--- config.mk ---
export PLATFORM = sky130hd
export DESIGN_NAME = lzte_ctrl
export DESIGN_NICKNAME = d
export VERILOG_FILES = /design/src/rtl/lzte_pkg.sv /design/src/rtl/lzte_ctrl.sv
export VERILOG_INCLUDE_DIRS = /design/src /design/src/rtl
export SDC_FILE = /design/constraint.sdc
export NUM_CORES = 1
export LEC_CHECK = 0
export BUFFER_PORTS_ARGS = -buffer_cell sky130_fd_sc_hd__buf_2
export CORE_AREA = 2 2 39 41
export CTS_CLUSTER_DIAMETER = 60
export DETAILED_ROUTE_END_ITERATION = 12
export DIE_AREA = 0 0 41 43
export PLACE_DENSITY = 0.52
export SLEW_MARGIN = 20
export SYNTH_ARGS = -nofsm -noshare
export SYNTH_HDL_FRONTEND = slang
export SYNTH_SLANG_ARGS = --single-unit
--- constraint.sdc ---
create_clock -name i_clk -period 2.04 [get_ports i_clk]
set_clock_uncertainty 0.2 [all_clocks]
set_input_delay 0.102 -clock i_clk [delete_from_list [all_inputs] [get_ports i_clk]]
set_output_delay 0.102 -clock i_clk [all_outputs]
set_load 0.005 [all_outputs]
--- src/rtl/assert_macros.svh ---
// ----------------------------------------------------------------------------
// assert_macros.svh
// Shared assertion macros. Every use needs a clock i_clk and a reset i_rst_n in scope.
// ----------------------------------------------------------------------------
`ifndef ASSERT_MACROS_SVH
`define ASSERT_MACROS_SVH

// The consequent must hold in the same cycle as the antecedent.
`define ASSERT_SAME(lbl, ante, cons) \
    lbl: assert property (@(posedge i_clk) disable iff (!i_rst_n) (ante) |-> (cons)) \
        else $error("assertion failed");

// The consequent must hold in the cycle after the antecedent.
`define ASSERT_NEXT(lbl, ante, cons) \
    lbl: assert property (@(posedge i_clk) disable iff (!i_rst_n) (ante) |=> (cons)) \
        else $error("assertion failed");

`endif

--- src/rtl/lzte_pkg.sv ---
// ----------------------------------------------------------------------------
// lzte_pkg
// Types and codes shared by the token expander controller and datapath.
// ----------------------------------------------------------------------------
`timescale 1ns / 1ps

package lzte_pkg;

    typedef enum logic [1:0] {
        ST_OK      = 2'd0,
        ST_BAD     = 2'd1,
        ST_IGNORED = 2'd2
    } t_status;

    typedef enum logic {
        OP_LITERAL = 1'b0,
        OP_MATCH   = 1'b1
    } t_opcode;

    // Commands from the controller to the datapath.
    typedef struct packed {
        logic    load;
        logic    lit;
        logic    stop;
        logic    wr;
        logic    emit;
        logic    last;
        t_status status;
    } t_cmd;

    // Status from the datapath to the controller.
    typedef struct packed {
        logic skip;
        logic bad;
        logic is_lit;
        logic zero_len;
        logic pack_end;
        logic rem_zero;
        logic slot_free;
    } t_stat;

endpackage

--- src/rtl/lzte_ctrl.sv ---
// ----------------------------------------------------------------------------
// lzte_ctrl
// Sequencer for the token expander: decides each token and steps the copy.
// ----------------------------------------------------------------------------
`timescale 1ns / 1ps
`include "assert_macros.svh"

module lzte_ctrl (
    input  logic           i_clk,
    input  logic           i_rst_n,
    input  logic           i_valid,
    output logic           o_ready,
    input  lzte_pkg::t_stat i_stat,
    output lzte_pkg::t_cmd  o_cmd
);

    typedef enum logic [2:0] {
        S_IDLE,
        S_DECIDE,
        S_RD,
        S_WR,
        S_EMIT
    } t_state;

    t_state            r_state, n_state;
    lzte_pkg::t_status r_status, n_status;
    logic              r_copy, n_copy;

    always_comb begin
        n_state  = r_state;
        n_status = r_status;
        n_copy   = r_copy;
        o_cmd    = '0;
        o_cmd.status = r_status;
        o_cmd.last   = !r_copy || i_stat.rem_zero;
        case (r_state)
            S_IDLE: begin
                if (i_valid) begin
                    o_cmd.load = 1'b1;
                    n_state    = S_DECIDE;
                end
            end
            S_DECIDE: begin
                n_copy   = 1'b0;
                n_status = lzte_pkg::ST_OK;
                n_state  = S_EMIT;
                if (i_stat.skip) begin
                    n_status = lzte_pkg::ST_IGNORED;
                end else if (i_stat.is_lit) begin
                    o_cmd.lit = 1'b1;
                end else if (i_stat.bad) begin
                    o_cmd.stop = 1'b1;
                    n_status   = lzte_pkg::ST_BAD;
                end else if (!i_stat.zero_len) begin
                    n_copy  = 1'b1;
                    n_state = S_RD;
                end
            end
            S_RD: begin
                n_state = S_WR;
            end
            S_WR: begin
                o_cmd.wr = 1'b1;
                n_state  = i_stat.pack_end ? S_EMIT : S_RD;
            end
            S_EMIT: begin
                if (i_stat.slot_free) begin
                    o_cmd.emit = 1'b1;
                    n_state    = (!r_copy || i_stat.rem_zero) ? S_IDLE : S_RD;
                end
            end
            default: n_state = S_IDLE;
        endcase
    end

    always_ff @(posedge i_clk) begin
        if (!i_rst_n) begin
            r_state  <= S_IDLE;
            r_status <= lzte_pkg::ST_OK;
            r_copy   <= 1'b0;
        end else begin
            r_state  <= n_state;
            r_status <= n_status;
            r_copy   <= n_copy;
        end
    end

    assign o_ready = (r_state == S_IDLE);

    `ASSERT_SAME(a_wr_after_rd, r_state == S_WR, $past(r_state) == S_RD)
    `ASSERT_SAME(a_emit_has_slot, o_cmd.emit, i_stat.slot_free)
    `ASSERT_SAME(a_load_when_ready, o_cmd.load, o_ready)

endmodule

=== After elaboration in Yosys (flattened, before gate mapping) ===
Cells that the tools add are included.

* Equal/unequal tests: 6
* Multiplexer cells: 26
* Reductions and logical operators: 4

{| class="wikitable"
|+ Operator list
! operator !! count
|-
| 3-bit two-way mux || 7
|-
| 3-bit one-hot mux with 5 select lines || 1
|-
| 1-bit two-way mux || 14
|-
| 2-bit two-way mux || 4
|-
| 3-bit by 2-bit equality test with 1-bit output (second input constant) || 2
|-
| 2-bit inequality test (second input constant) || 2
|-
| 3-bit by 1-bit equality test with 1-bit output (second input constant) || 1
|-
| 3-bit equality test (second input constant) || 1
|-
| 3-bit zero test || 1
|-
| 2-bit AND reduction || 1
|-
| 1-bit zero test || 1
|-
| 1-bit logical OR || 1
|}

* Flip-flop bits (word level): 6
* Input port bits: 10
* Output and inout port bits: 9
* Logic and storage cells: 39

=== Longest topological paths before layout ===
Gate-level depths: netlist of run 1.

* Depth in word-level cells: 5
* Mapped depth: 5
* Mapped depth without buffers: 3

=== Worst setup path after synthesis of run 1 ===
Ideal clock, no wire load.

* Path type: register -> register
* Start: register r_state[2]
* End: register r_status[0]
* Setup time: 58 ps
* Arrival: 1,295 ps
* Setup slack: 487 ps
* Cell stages (with the launch flop): 6
* Clock period less this slack: 1,553 ps
* Path through: dfxtp_1 -> buf_6 -> or3b_1 -> buf_2 -> nor4b_4 -> o21a_1

* Word-level cells in the longest chain between the ends: 1

{| class="wikitable"
|+ RTL lines
! element !! RTL line !! source
|-
| from (decl) || lzte_ctrl.sv:25 || <nowiki>t_state r_state, n_state;</nowiki>
|-
| from (signal assigned) || lzte_ctrl.sv:82 || <nowiki>r_state <= n_state;</nowiki>
|-
| 3-bit by 1-bit equality test with 1-bit output || lzte_ctrl.sv:36 || <nowiki>case (r_state)</nowiki>
|-
| to (signal assigned) || lzte_ctrl.sv:79 || <nowiki>r_status <= lzte_pkg::ST_OK;</nowiki>
|-
| to (signal assigned) || lzte_ctrl.sv:83 || <nowiki>r_status <= n_status;</nowiki>
|-
| to (decl) || lzte_ctrl.sv:26 || <nowiki>lzte_pkg::t_status r_status, n_status;</nowiki>
|}

Every way passes these cells.
A chain may end at the register's enable or synchronous reset.

=== Worst setup path after layout of run 1 ===
* Start: register r_state[0]
* End: register r_status[1]

The elaborated chain is that of the path after synthesis.

==> impl_metrics.toml, run 1 <==
[pwr]
p_per_area_nw_per_um2 = 530
p_leak_uw = 0.000240
vdd_drop_max_v = 0.000194

[yosys]
ys_ff_latch = 6
yosysTopAreaCell = "dfxtp_1"
syn_nets = 50
synth_top_area_share_pct = 32.3
synth.distinct_cells = 23
ys_seq_area_share_pct = 32.3
syn_area_sq_um = 372
netlist_top_cells_area = "dfxtp_1 (32%), nor4b_4 (6.4%), nor4b_1 (4.7%)"
synth_area_per_cell_sq_um = 9.29
ys_warn_count = 0
syn_inst = 40

[floorplan]
start_util_pct = 26.9
fp.dieH_um = 43
dieArea_sq_um = 1760
die_x_um = 41
core-area_sq_um = 1380
num_rows = 14
io_pins = 19

[global_route]
grt_antenna_before_repair = 0
grt_pass1_wl_um = 1310
grt_pass1_vias = 328
gr-total-overflow = 0
grt_max_degree = 11
grt.total_usage_pct = 11.8

[placement]
dp_hpwl_um = 613
port_buffers = 18
routabilityCongestion = 0.602
dp_worst_setup_slack_ns = 0.393

[route]
avgRoutedWirePerCell_um = 10.4
vias = 382
drt_first_pass_iters = 4
wirelength_um = 844
drt_iter0_drc = 3
vias_per_cell = 4.72
drtAntennaViolNets = 0
drc = 0

[layout]
drive_gt1_share_pct = 33.8
n_antenna_cell = 0
layout_commonest_cell = "buf_2"
areaGrowthSynthToFinish_pct = 49.5
layout_common_cells = "buf_2 (18), dlygate4sd3_1 (8), dfxtp_1 (6)"
nNetsFinal = 77

[critical_path]
r2r_slack_ns = 0.08
cp.required_ns = 1.97
worstSetupEndpoint = "r_status[1]"
r2r_end = "r_status[1]"
cp-startpoint = "r_state[0]"
crit_fanout = 9
rr_worst_depth = 4
path_class = "register to register"
r2r_start = "r_state[0]"
start_kind = "register"
worstSetupEndpointType = "register"
worstPathArrival_ns = 1.89

[clocking]
cts_hold_buffers = 8
ctsResizeCount = 0
clock-sinks = 6
clkLatencyLatePin_ns = 0.25
root_buffer = "clkbuf_4"
htreeDepth = 1
clk_pin_slew_ns = 0.05
cts_tree = "done"
cts_buffers = 3
clockBufferDepth = 2
post-cts-setup-buffer-count = 0

[sta]
period_share_pct = 96.1
rsz0062_at_grt = "no"
fmax_mhz = 510
setup_violations = 0
postLayoutSetupSlackWorst_ns = 0.0795
slew_violations = 0
timing.final.crit_period_ns = 1.96
setup_tns_ns = 0
max_slew_margin_pct = 68.1
worst_slew_pin_slew_ns = 0.474
hold_violations = 0

[run_status]
status = "completed"

[job]
maxCapViolCount = 0

[worst_hold_path]
holdCritPathClass = "input pin to register"
[worst max-delay path, cell delays in order (launching register included)]
cell and delay, ns:
dfxtp_1 0.45, or3b_1 0.50, nand2_1 0.11, a21boi_1 0.06, dlygate4sd3_1 0.54
[how the worst min path moves through the flow]
| stage | cells past startpoint | start | endpoint |
|---|---|---|---|
| finish | 4 | i_stat[4] | r_copy |
| global placement | 2 | i_rst_n | r_state[2] |
| floorplan | 1 | i_rst_n | r_status[0] |
| detailed placement | 2 | i_rst_n | r_state[2] |
| global route | 4 | i_stat[4] | r_copy |
| CTS | 4 | i_stat[4] | r_copy |
[layer usage]
layer	share of wire, %	global-route usage, %
met1	46	13.5
met4	2.5	8.00
met3	6.9	7.85
met2	44	15.3
met5	0	0
[cell usage after synthesis]
cell / number
a21boi_1: 2
a21oi_1: 1
and2_0: 1
and2_1: 1
and3b_1: 1
buf_2: 2
buf_4: 1
buf_6: 1
dfxtp_1: 6
nand2_1: 4
nand2b_1: 2
nand4bb_1: 1
nor2_1: 2
nor3_1: 2
nor3b_1: 2
nor4_1: 1
nor4b_1: 2
nor4b_4: 1
nor4bb_1: 1
o21a_1: 2
o221a_1: 1
o2bb2ai_1: 2
or3b_1: 1
[sequential cells by signal, indices dropped and copies added (netlist names)]
name      count
r_state       3
r_status      2
r_copy        1
[cell type report]
type	instances	area [sq um]
repair buffers	26	170
flip-flops and latches	6	120
fillers	148	828
well taps	16	20.0
clock buffers	3	22.5
multi-input cells	30	223
[power by group]
part	total (uW)	switching, uW	internal (uW)
logic	55.3	21.7	33.7
clock network	111	44.4	66.7
registers	128	6.28	122
total	295	72.3	222
[kinds of logic after synthesis]
logic type / synth area share (%)
compound gates: 17.2
buf+inv: 7.74
flops: 32.3
simple gates: 42.8
[through the flow]
| stage | hold WS, ns | area (sq um) | instances | util (%) | total power [uW] |
|---|---|---|---|---|---|
| after floorplan | 0.0195 | 372 | 40 | - | 157 |
| after global placement | 0.196 | 453 | 70 | 32.7 | 175 |
| after detailed placement | 0.204 | 453 | 70 | 32.7 | 175 |
| after CTS | 0.0103 | 556 | 81 | 40.1 | 302 |
| after global routing | 0.0428 | 556 | 81 | 40.1 | 315 |
| final | 0.0153 | 556 | 81 | 40.1 | 295 |
Note: power is estimated with default switching activity, not from simulation.
==> run 2, diff against run 1 <==
--- a/config.mk
+++ b/config.mk
@@ -11,6 +11,7 @@
 export CTS_CLUSTER_DIAMETER = 60
 export DETAILED_ROUTE_END_ITERATION = 12
 export DIE_AREA = 0 0 41 43
+export GPL_TIMING_DRIVEN = 0
 export PLACE_DENSITY = 0.52
 export SLEW_MARGIN = 20
 export SYNTH_ARGS = -nofsm -noshare
==> run 2 against run 1 <==
Effect of this change:
- worst setup slack improved by 0.067 ns
- register-to-register slack improved by 0.36 ns
- sequential power fell by 4%
- largest power group unchanged
==> impl_metrics.toml, run 2 (synthesis results as in run 1) <==
[run_status]
status = "completed"

[clocking]
cts_buffers = 3
root_buffer = "clkbuf_4"
post-cts-setup-buffer-count = 0
cts_tree = "done"
clkLatencyLatePin_ns = 0.24
clock-sinks = 6
clk_pin_slew_ns = 0.05
ctsResizeCount = 0
clockBufferDepth = 2
cts_hold_buffers = 6
htreeDepth = 1

[worst_hold_path]
whs_endpoint = "r_state[2]"
holdCritPathClass = "input pin to register"
whs_path_depth = 3
min_from = "i_stat[0]"

[route]
drt_first_pass_iters = 2
vias = 377
avgRoutedWirePerCell_um = 10.8
wirelength_um = 899
drt_iter0_drc = 2
drtAntennaViolNets = 0
vias_per_cell = 4.54
drc = 0

[job]
maxCapViolCount = 0

[layout]
top_regs = "r_state (3), r_status (2), r_copy (1)"
multiInputGateArea_sq_um = 223
layout.area.seq_sq_um = 120
largest-register = "r_state"
fill_cells = 150
nNetsFinal = 79
areaGrowthSynthToFinish_pct = 51.9
n_antenna_cell = 0
layout_common_cells = "buf_2 (20), dlygate4sd3_1 (6), dfxtp_1 (6)"
largest_reg_flops = 3
drive_gt1_share_pct = 38.8
layout_commonest_cell = "buf_2"

[sta]
setup_tns_ns = 0
period_share_pct = 92.8
timing.final.crit_period_ns = 1.89
fmax_mhz = 528
max_slew_margin_pct = 67.9
setup_violations = 0
rsz0062_at_grt = "no"
slew_violations = 0
worst_slew_pin_slew_ns = 0.478
hold_violations = 0

[pwr]
p_per_area_nw_per_um2 = 532
p_leak_uw = 0.000249
power_uw = 300
vdd_drop_max_v = 0.000179

[critical_path]
critical_path_buf_inv_count = 3
crit_chain = "buf_2 -> or3b_1 -> buf_2 -> nor4b_4 -> buf_2"
worstSetupEndpointType = "primary output"
r2r_end = "r_status[0]"
worstPathArrival_ns = 1.59
start_kind = "register"
crit_top_cell = "buf_2"
rr_worst_depth = 5
r2r_start = "r_state[1]"
cp_slowest_cell = "or3b_1"
cp.required_ns = 1.74
cpPeakStageDelay_ns = 0.35
path_class = "register to primary output"
r2r_slack_ns = 0.44
crit_fanout = 10
path_delay_family = "simple AND/OR/NAND/NOR gates"

[global_route]
grt_pass1_vias = 358
grt_antenna_before_repair = 0
grt.total_usage_pct = 12.1
grt_pass1_wl_um = 1370
grt_max_degree = 11
gr-total-overflow = 0

[placement]
dp_hpwl_um = 636
routabilityCongestion = 0.634
port_buffers = 18

[floorplan]
num_rows = 14
fp.dieH_um = 43
dieArea_sq_um = 1760
start_util_pct = 26.9
io_pins = 19
die_x_um = 41
core-area_sq_um = 1380
[run 2: cell types whose count changed in the layout (fill, tap and decap cells not counted)]
cell	previous run	this run
buf_2	18	20
buf_4	0	1
buf_6	0	1
dlygate4sd3_1	8	6
[run 2: power by group]
group	switching [uW]	internal (uW)
logic	27.5	36.2
registers	1.55	122
clock network	46.6	66.8
[run 2: worst max-delay path by stage]
stage                    start     endpoint  slack, ns  depth (start not counted)
floorplan           r_state[2]  r_status[0]       0.49                          5
global placement    r_state[1]     o_cmd[5]       0.40                          5
detailed placement  r_state[1]     o_cmd[5]       0.39                          5
CTS                 r_state[1]     o_cmd[5]       0.11                          5
global route        r_state[0]     o_cmd[5]       0.05                          5
finish              r_state[1]     o_cmd[5]       0.15                          5
[run 2: tightest hold or removal path: stages]
cell and delay (ns):
buf_2 0.09, nor4b_1 0.04, o21a_1 0.17
[run 2: final cells by class]
| type | instances | share of cell area [%] |
|---|---|---|
| multi-input combinational | 30 | 39.5 |
| tap | 16 | 3.55 |
| sequential | 6 | 21.3 |
| clock buffer | 3 | 3.99 |
| buffer | 4 | 5.10 |
| timing repair buffer | 24 | 26.6 |
[run 2: per-layer routing]
| layer | vias to the layer above | track usage, % | routed length, um |
|---|---|---|---|
| li1 | 203 | - | - |
| met1 | 165 | 13.5 | 402 |
| met2 | 7 | 17.8 | 444 |
| met4 | 0 | 12.0 | 19 |
| met5 | - | 0 | 0 |
| met3 | 2 | 1.57 | 33 |
[run 2: through the flow]
step | utilization [%] | setup slack, ns | cells | hold slack (ns) | instance area [sq um]
floorplan | - | 0.487 | 40 | 0.0195 | 372
global placement | 34.8 | 0.395 | 74 | 0.203 | 482
detailed placement | 34.8 | 0.389 | 74 | 0.209 | 482
CTS | 40.8 | 0.113 | 83 | 0.00406 | 564
global route | 40.8 | 0.0463 | 83 | 0.0122 | 564
finish | 40.8 | 0.146 | 83 | 0.00813 | 564
==> run 3, diff against run 2 <==
--- a/config.mk
+++ b/config.mk
@@ -13,6 +13,7 @@
 export DIE_AREA = 0 0 41 43
 export GPL_TIMING_DRIVEN = 0
 export PLACE_DENSITY = 0.52
+export RECOVER_POWER = 50
 export SLEW_MARGIN = 20
 export SYNTH_ARGS = -nofsm -noshare
 export SYNTH_HDL_FRONTEND = slang
==> run 3 against run 2 <==
Effect of this change:
- utilization shrank 0.27 points
- first-iteration DRC count is the same
- via count is the same
- clock power is essentially flat
- cell count is the same
- routed wire length grew 0.33%
- critical path depth is the same
- die area is the same
- hold slack is the same
- worst setup slack is essentially flat
- combinational power shrank 0.9%
- critical path type unchanged
- critical endpoint unchanged
- largest power group unchanged
- highest routed layer unchanged
==> impl_metrics.toml, run 3 (synthesis results as in run 1) <==
[run_status]
status = "completed"

[pwr]
p_per_area_nw_per_um2 = 535
sequentialPowerShare_pct = 41.1
netSwitchingPower_uw = 75.7
p_int_uw = 224
swShare_pct = 25.2
power_uw = 300
clockPowerShare_pct = 37.8
p_leak_uw = 0.000241
vdd_drop_max_v = 0.000179
p_comb_share_pct = 21.0

[route]
drtAntennaViolNets = 0
vias_per_cell = 4.54
drt_iter0_drc = 2
vias = 377
wirelength_um = 902
drt_first_pass_iters = 2
drc = 0
avgRoutedWirePerCell_um = 10.9

[layout]
n_antenna_cell = 0
areaGrowthSynthToFinish_pct = 50.8
largest_reg_flops = 3
drive_gt1_share_pct = 34.3
top_regs = "r_state (3), r_status (2), r_copy (1)"
nNetsFinal = 79
largest-register = "r_state"
fin_area_sq_um = 561
layout_common_cells = "buf_2 (17), dlygate4sd3_1 (6), dfxtp_1 (6)"
layout_commonest_cell = "buf_2"

[sta]
max_slew_margin_pct = 67.9
hold_violations = 0
worst_slew_pin_slew_ns = 0.478
rsz0062_at_grt = "no"
timing.final.crit_period_ns = 1.89
setup_tns_ns = 0
slew_violations = 0
period_share_pct = 92.8
hold_ws_ns = 0.00813
fmax_mhz = 528
setup_violations = 0

[floorplan]
die_x_um = 41
start_util_pct = 26.9
core-area_sq_um = 1380
io_pins = 19
num_rows = 14
dieArea_sq_um = 1760
fp.dieH_um = 43

[critical_path]
r2r_start = "r_state[1]"
worstSetupEndpointType = "primary output"
cp.required_ns = 1.74
worstPathArrival_ns = 1.59
start_kind = "register"
cp-startpoint = "r_state[1]"
path_class = "register to primary output"
crit_fanout = 10

[clocking]
cts_tree = "done"
clkLatencyLatePin_ns = 0.24
clock-sinks = 6
root_buffer = "clkbuf_4"
cts_buffers = 3
clk_pin_slew_ns = 0.05
htreeDepth = 1
clockBufferDepth = 2

[global_route]
grt_antenna_before_repair = 0
grt_pass1_vias = 358
grt.total_usage_pct = 12.1
grt_max_degree = 11
gr-total-overflow = 0
grt_pass1_wl_um = 1370

[worst_hold_path]
min_from = "i_stat[0]"
holdCritPathClass = "input pin to register"

[placement]
port_buffers = 18
dp_hpwl_um = 636
routabilityCongestion = 0.634
placed_cell_area_sq_um = 482

[job]
maxCapViolCount = 0
-- run 3: timing repair --
item	CTS	global route
setup buffers	0	0
hold buffers	6	0
hold endpoints to repair	6	0
gates resized for setup	0	0
-- run 3: final timing paths --
path / endpoint / slack [ns] / cells past startpoint
max: o_cmd[5] / 0.15 / 5
min reg2reg: r_status[1] / 0.26 / 2
max reg2reg: r_status[0] / 0.44 / 5
min: r_state[2] / 0.008 / 3
-- run 3: worst max-delay path: stages (launching register included) --
cell	delay, ns
dfxtp_1	0.29
buf_2	0.16
or3b_1	0.35
buf_2	0.17
nor4b_4	0.23
buf_2	0.15
-- run 3: through the flow --
stage               setup slack (ns)  std cells  util, %
finish                         0.146         83     40.5
global route                  0.0463         83     40.5
CTS                            0.113         83     40.8
detailed placement             0.389         74     34.8
global placement               0.395         74     34.8
floorplan                      0.487         40        -
-- run 3: metal layers --
| metal | GRT usage, % | vias up | wire (um) |
|---|---|---|---|
| met1 | 13.5 | 165 | 402 |
| met4 | 12.0 | 0 | 19 |
| met3 | 1.57 | 2 | 35 |
| li1 | - | 203 | - |
| met5 | 0 | - | 0 |
| met2 | 17.8 | 7 | 444 |
-- run 3: power groups by stage --
| stage | registers, uW | logic (uW) | clock network [uW] |
|---|---|---|---|
| after floorplan | 126 | 31.3 | 0 |
| after global routing | 124 | 70.8 | 124 |
| final | 123 | 63.1 | 113 |
| after CTS | 123 | 64.2 | 121 |
| after detailed placement | 126 | 55.3 | 0 |
| after global placement | 126 | 55.3 | 0 |
-- run 3: area by class of cell --
cell class                 instances  area [sq um]
timing repair buffer              24           146
fill                             153           823
multi-input combinational         30           223
tap                               16          20.0
buffer                             4          28.8
sequential                         6           120
clock buffer                       3          22.5
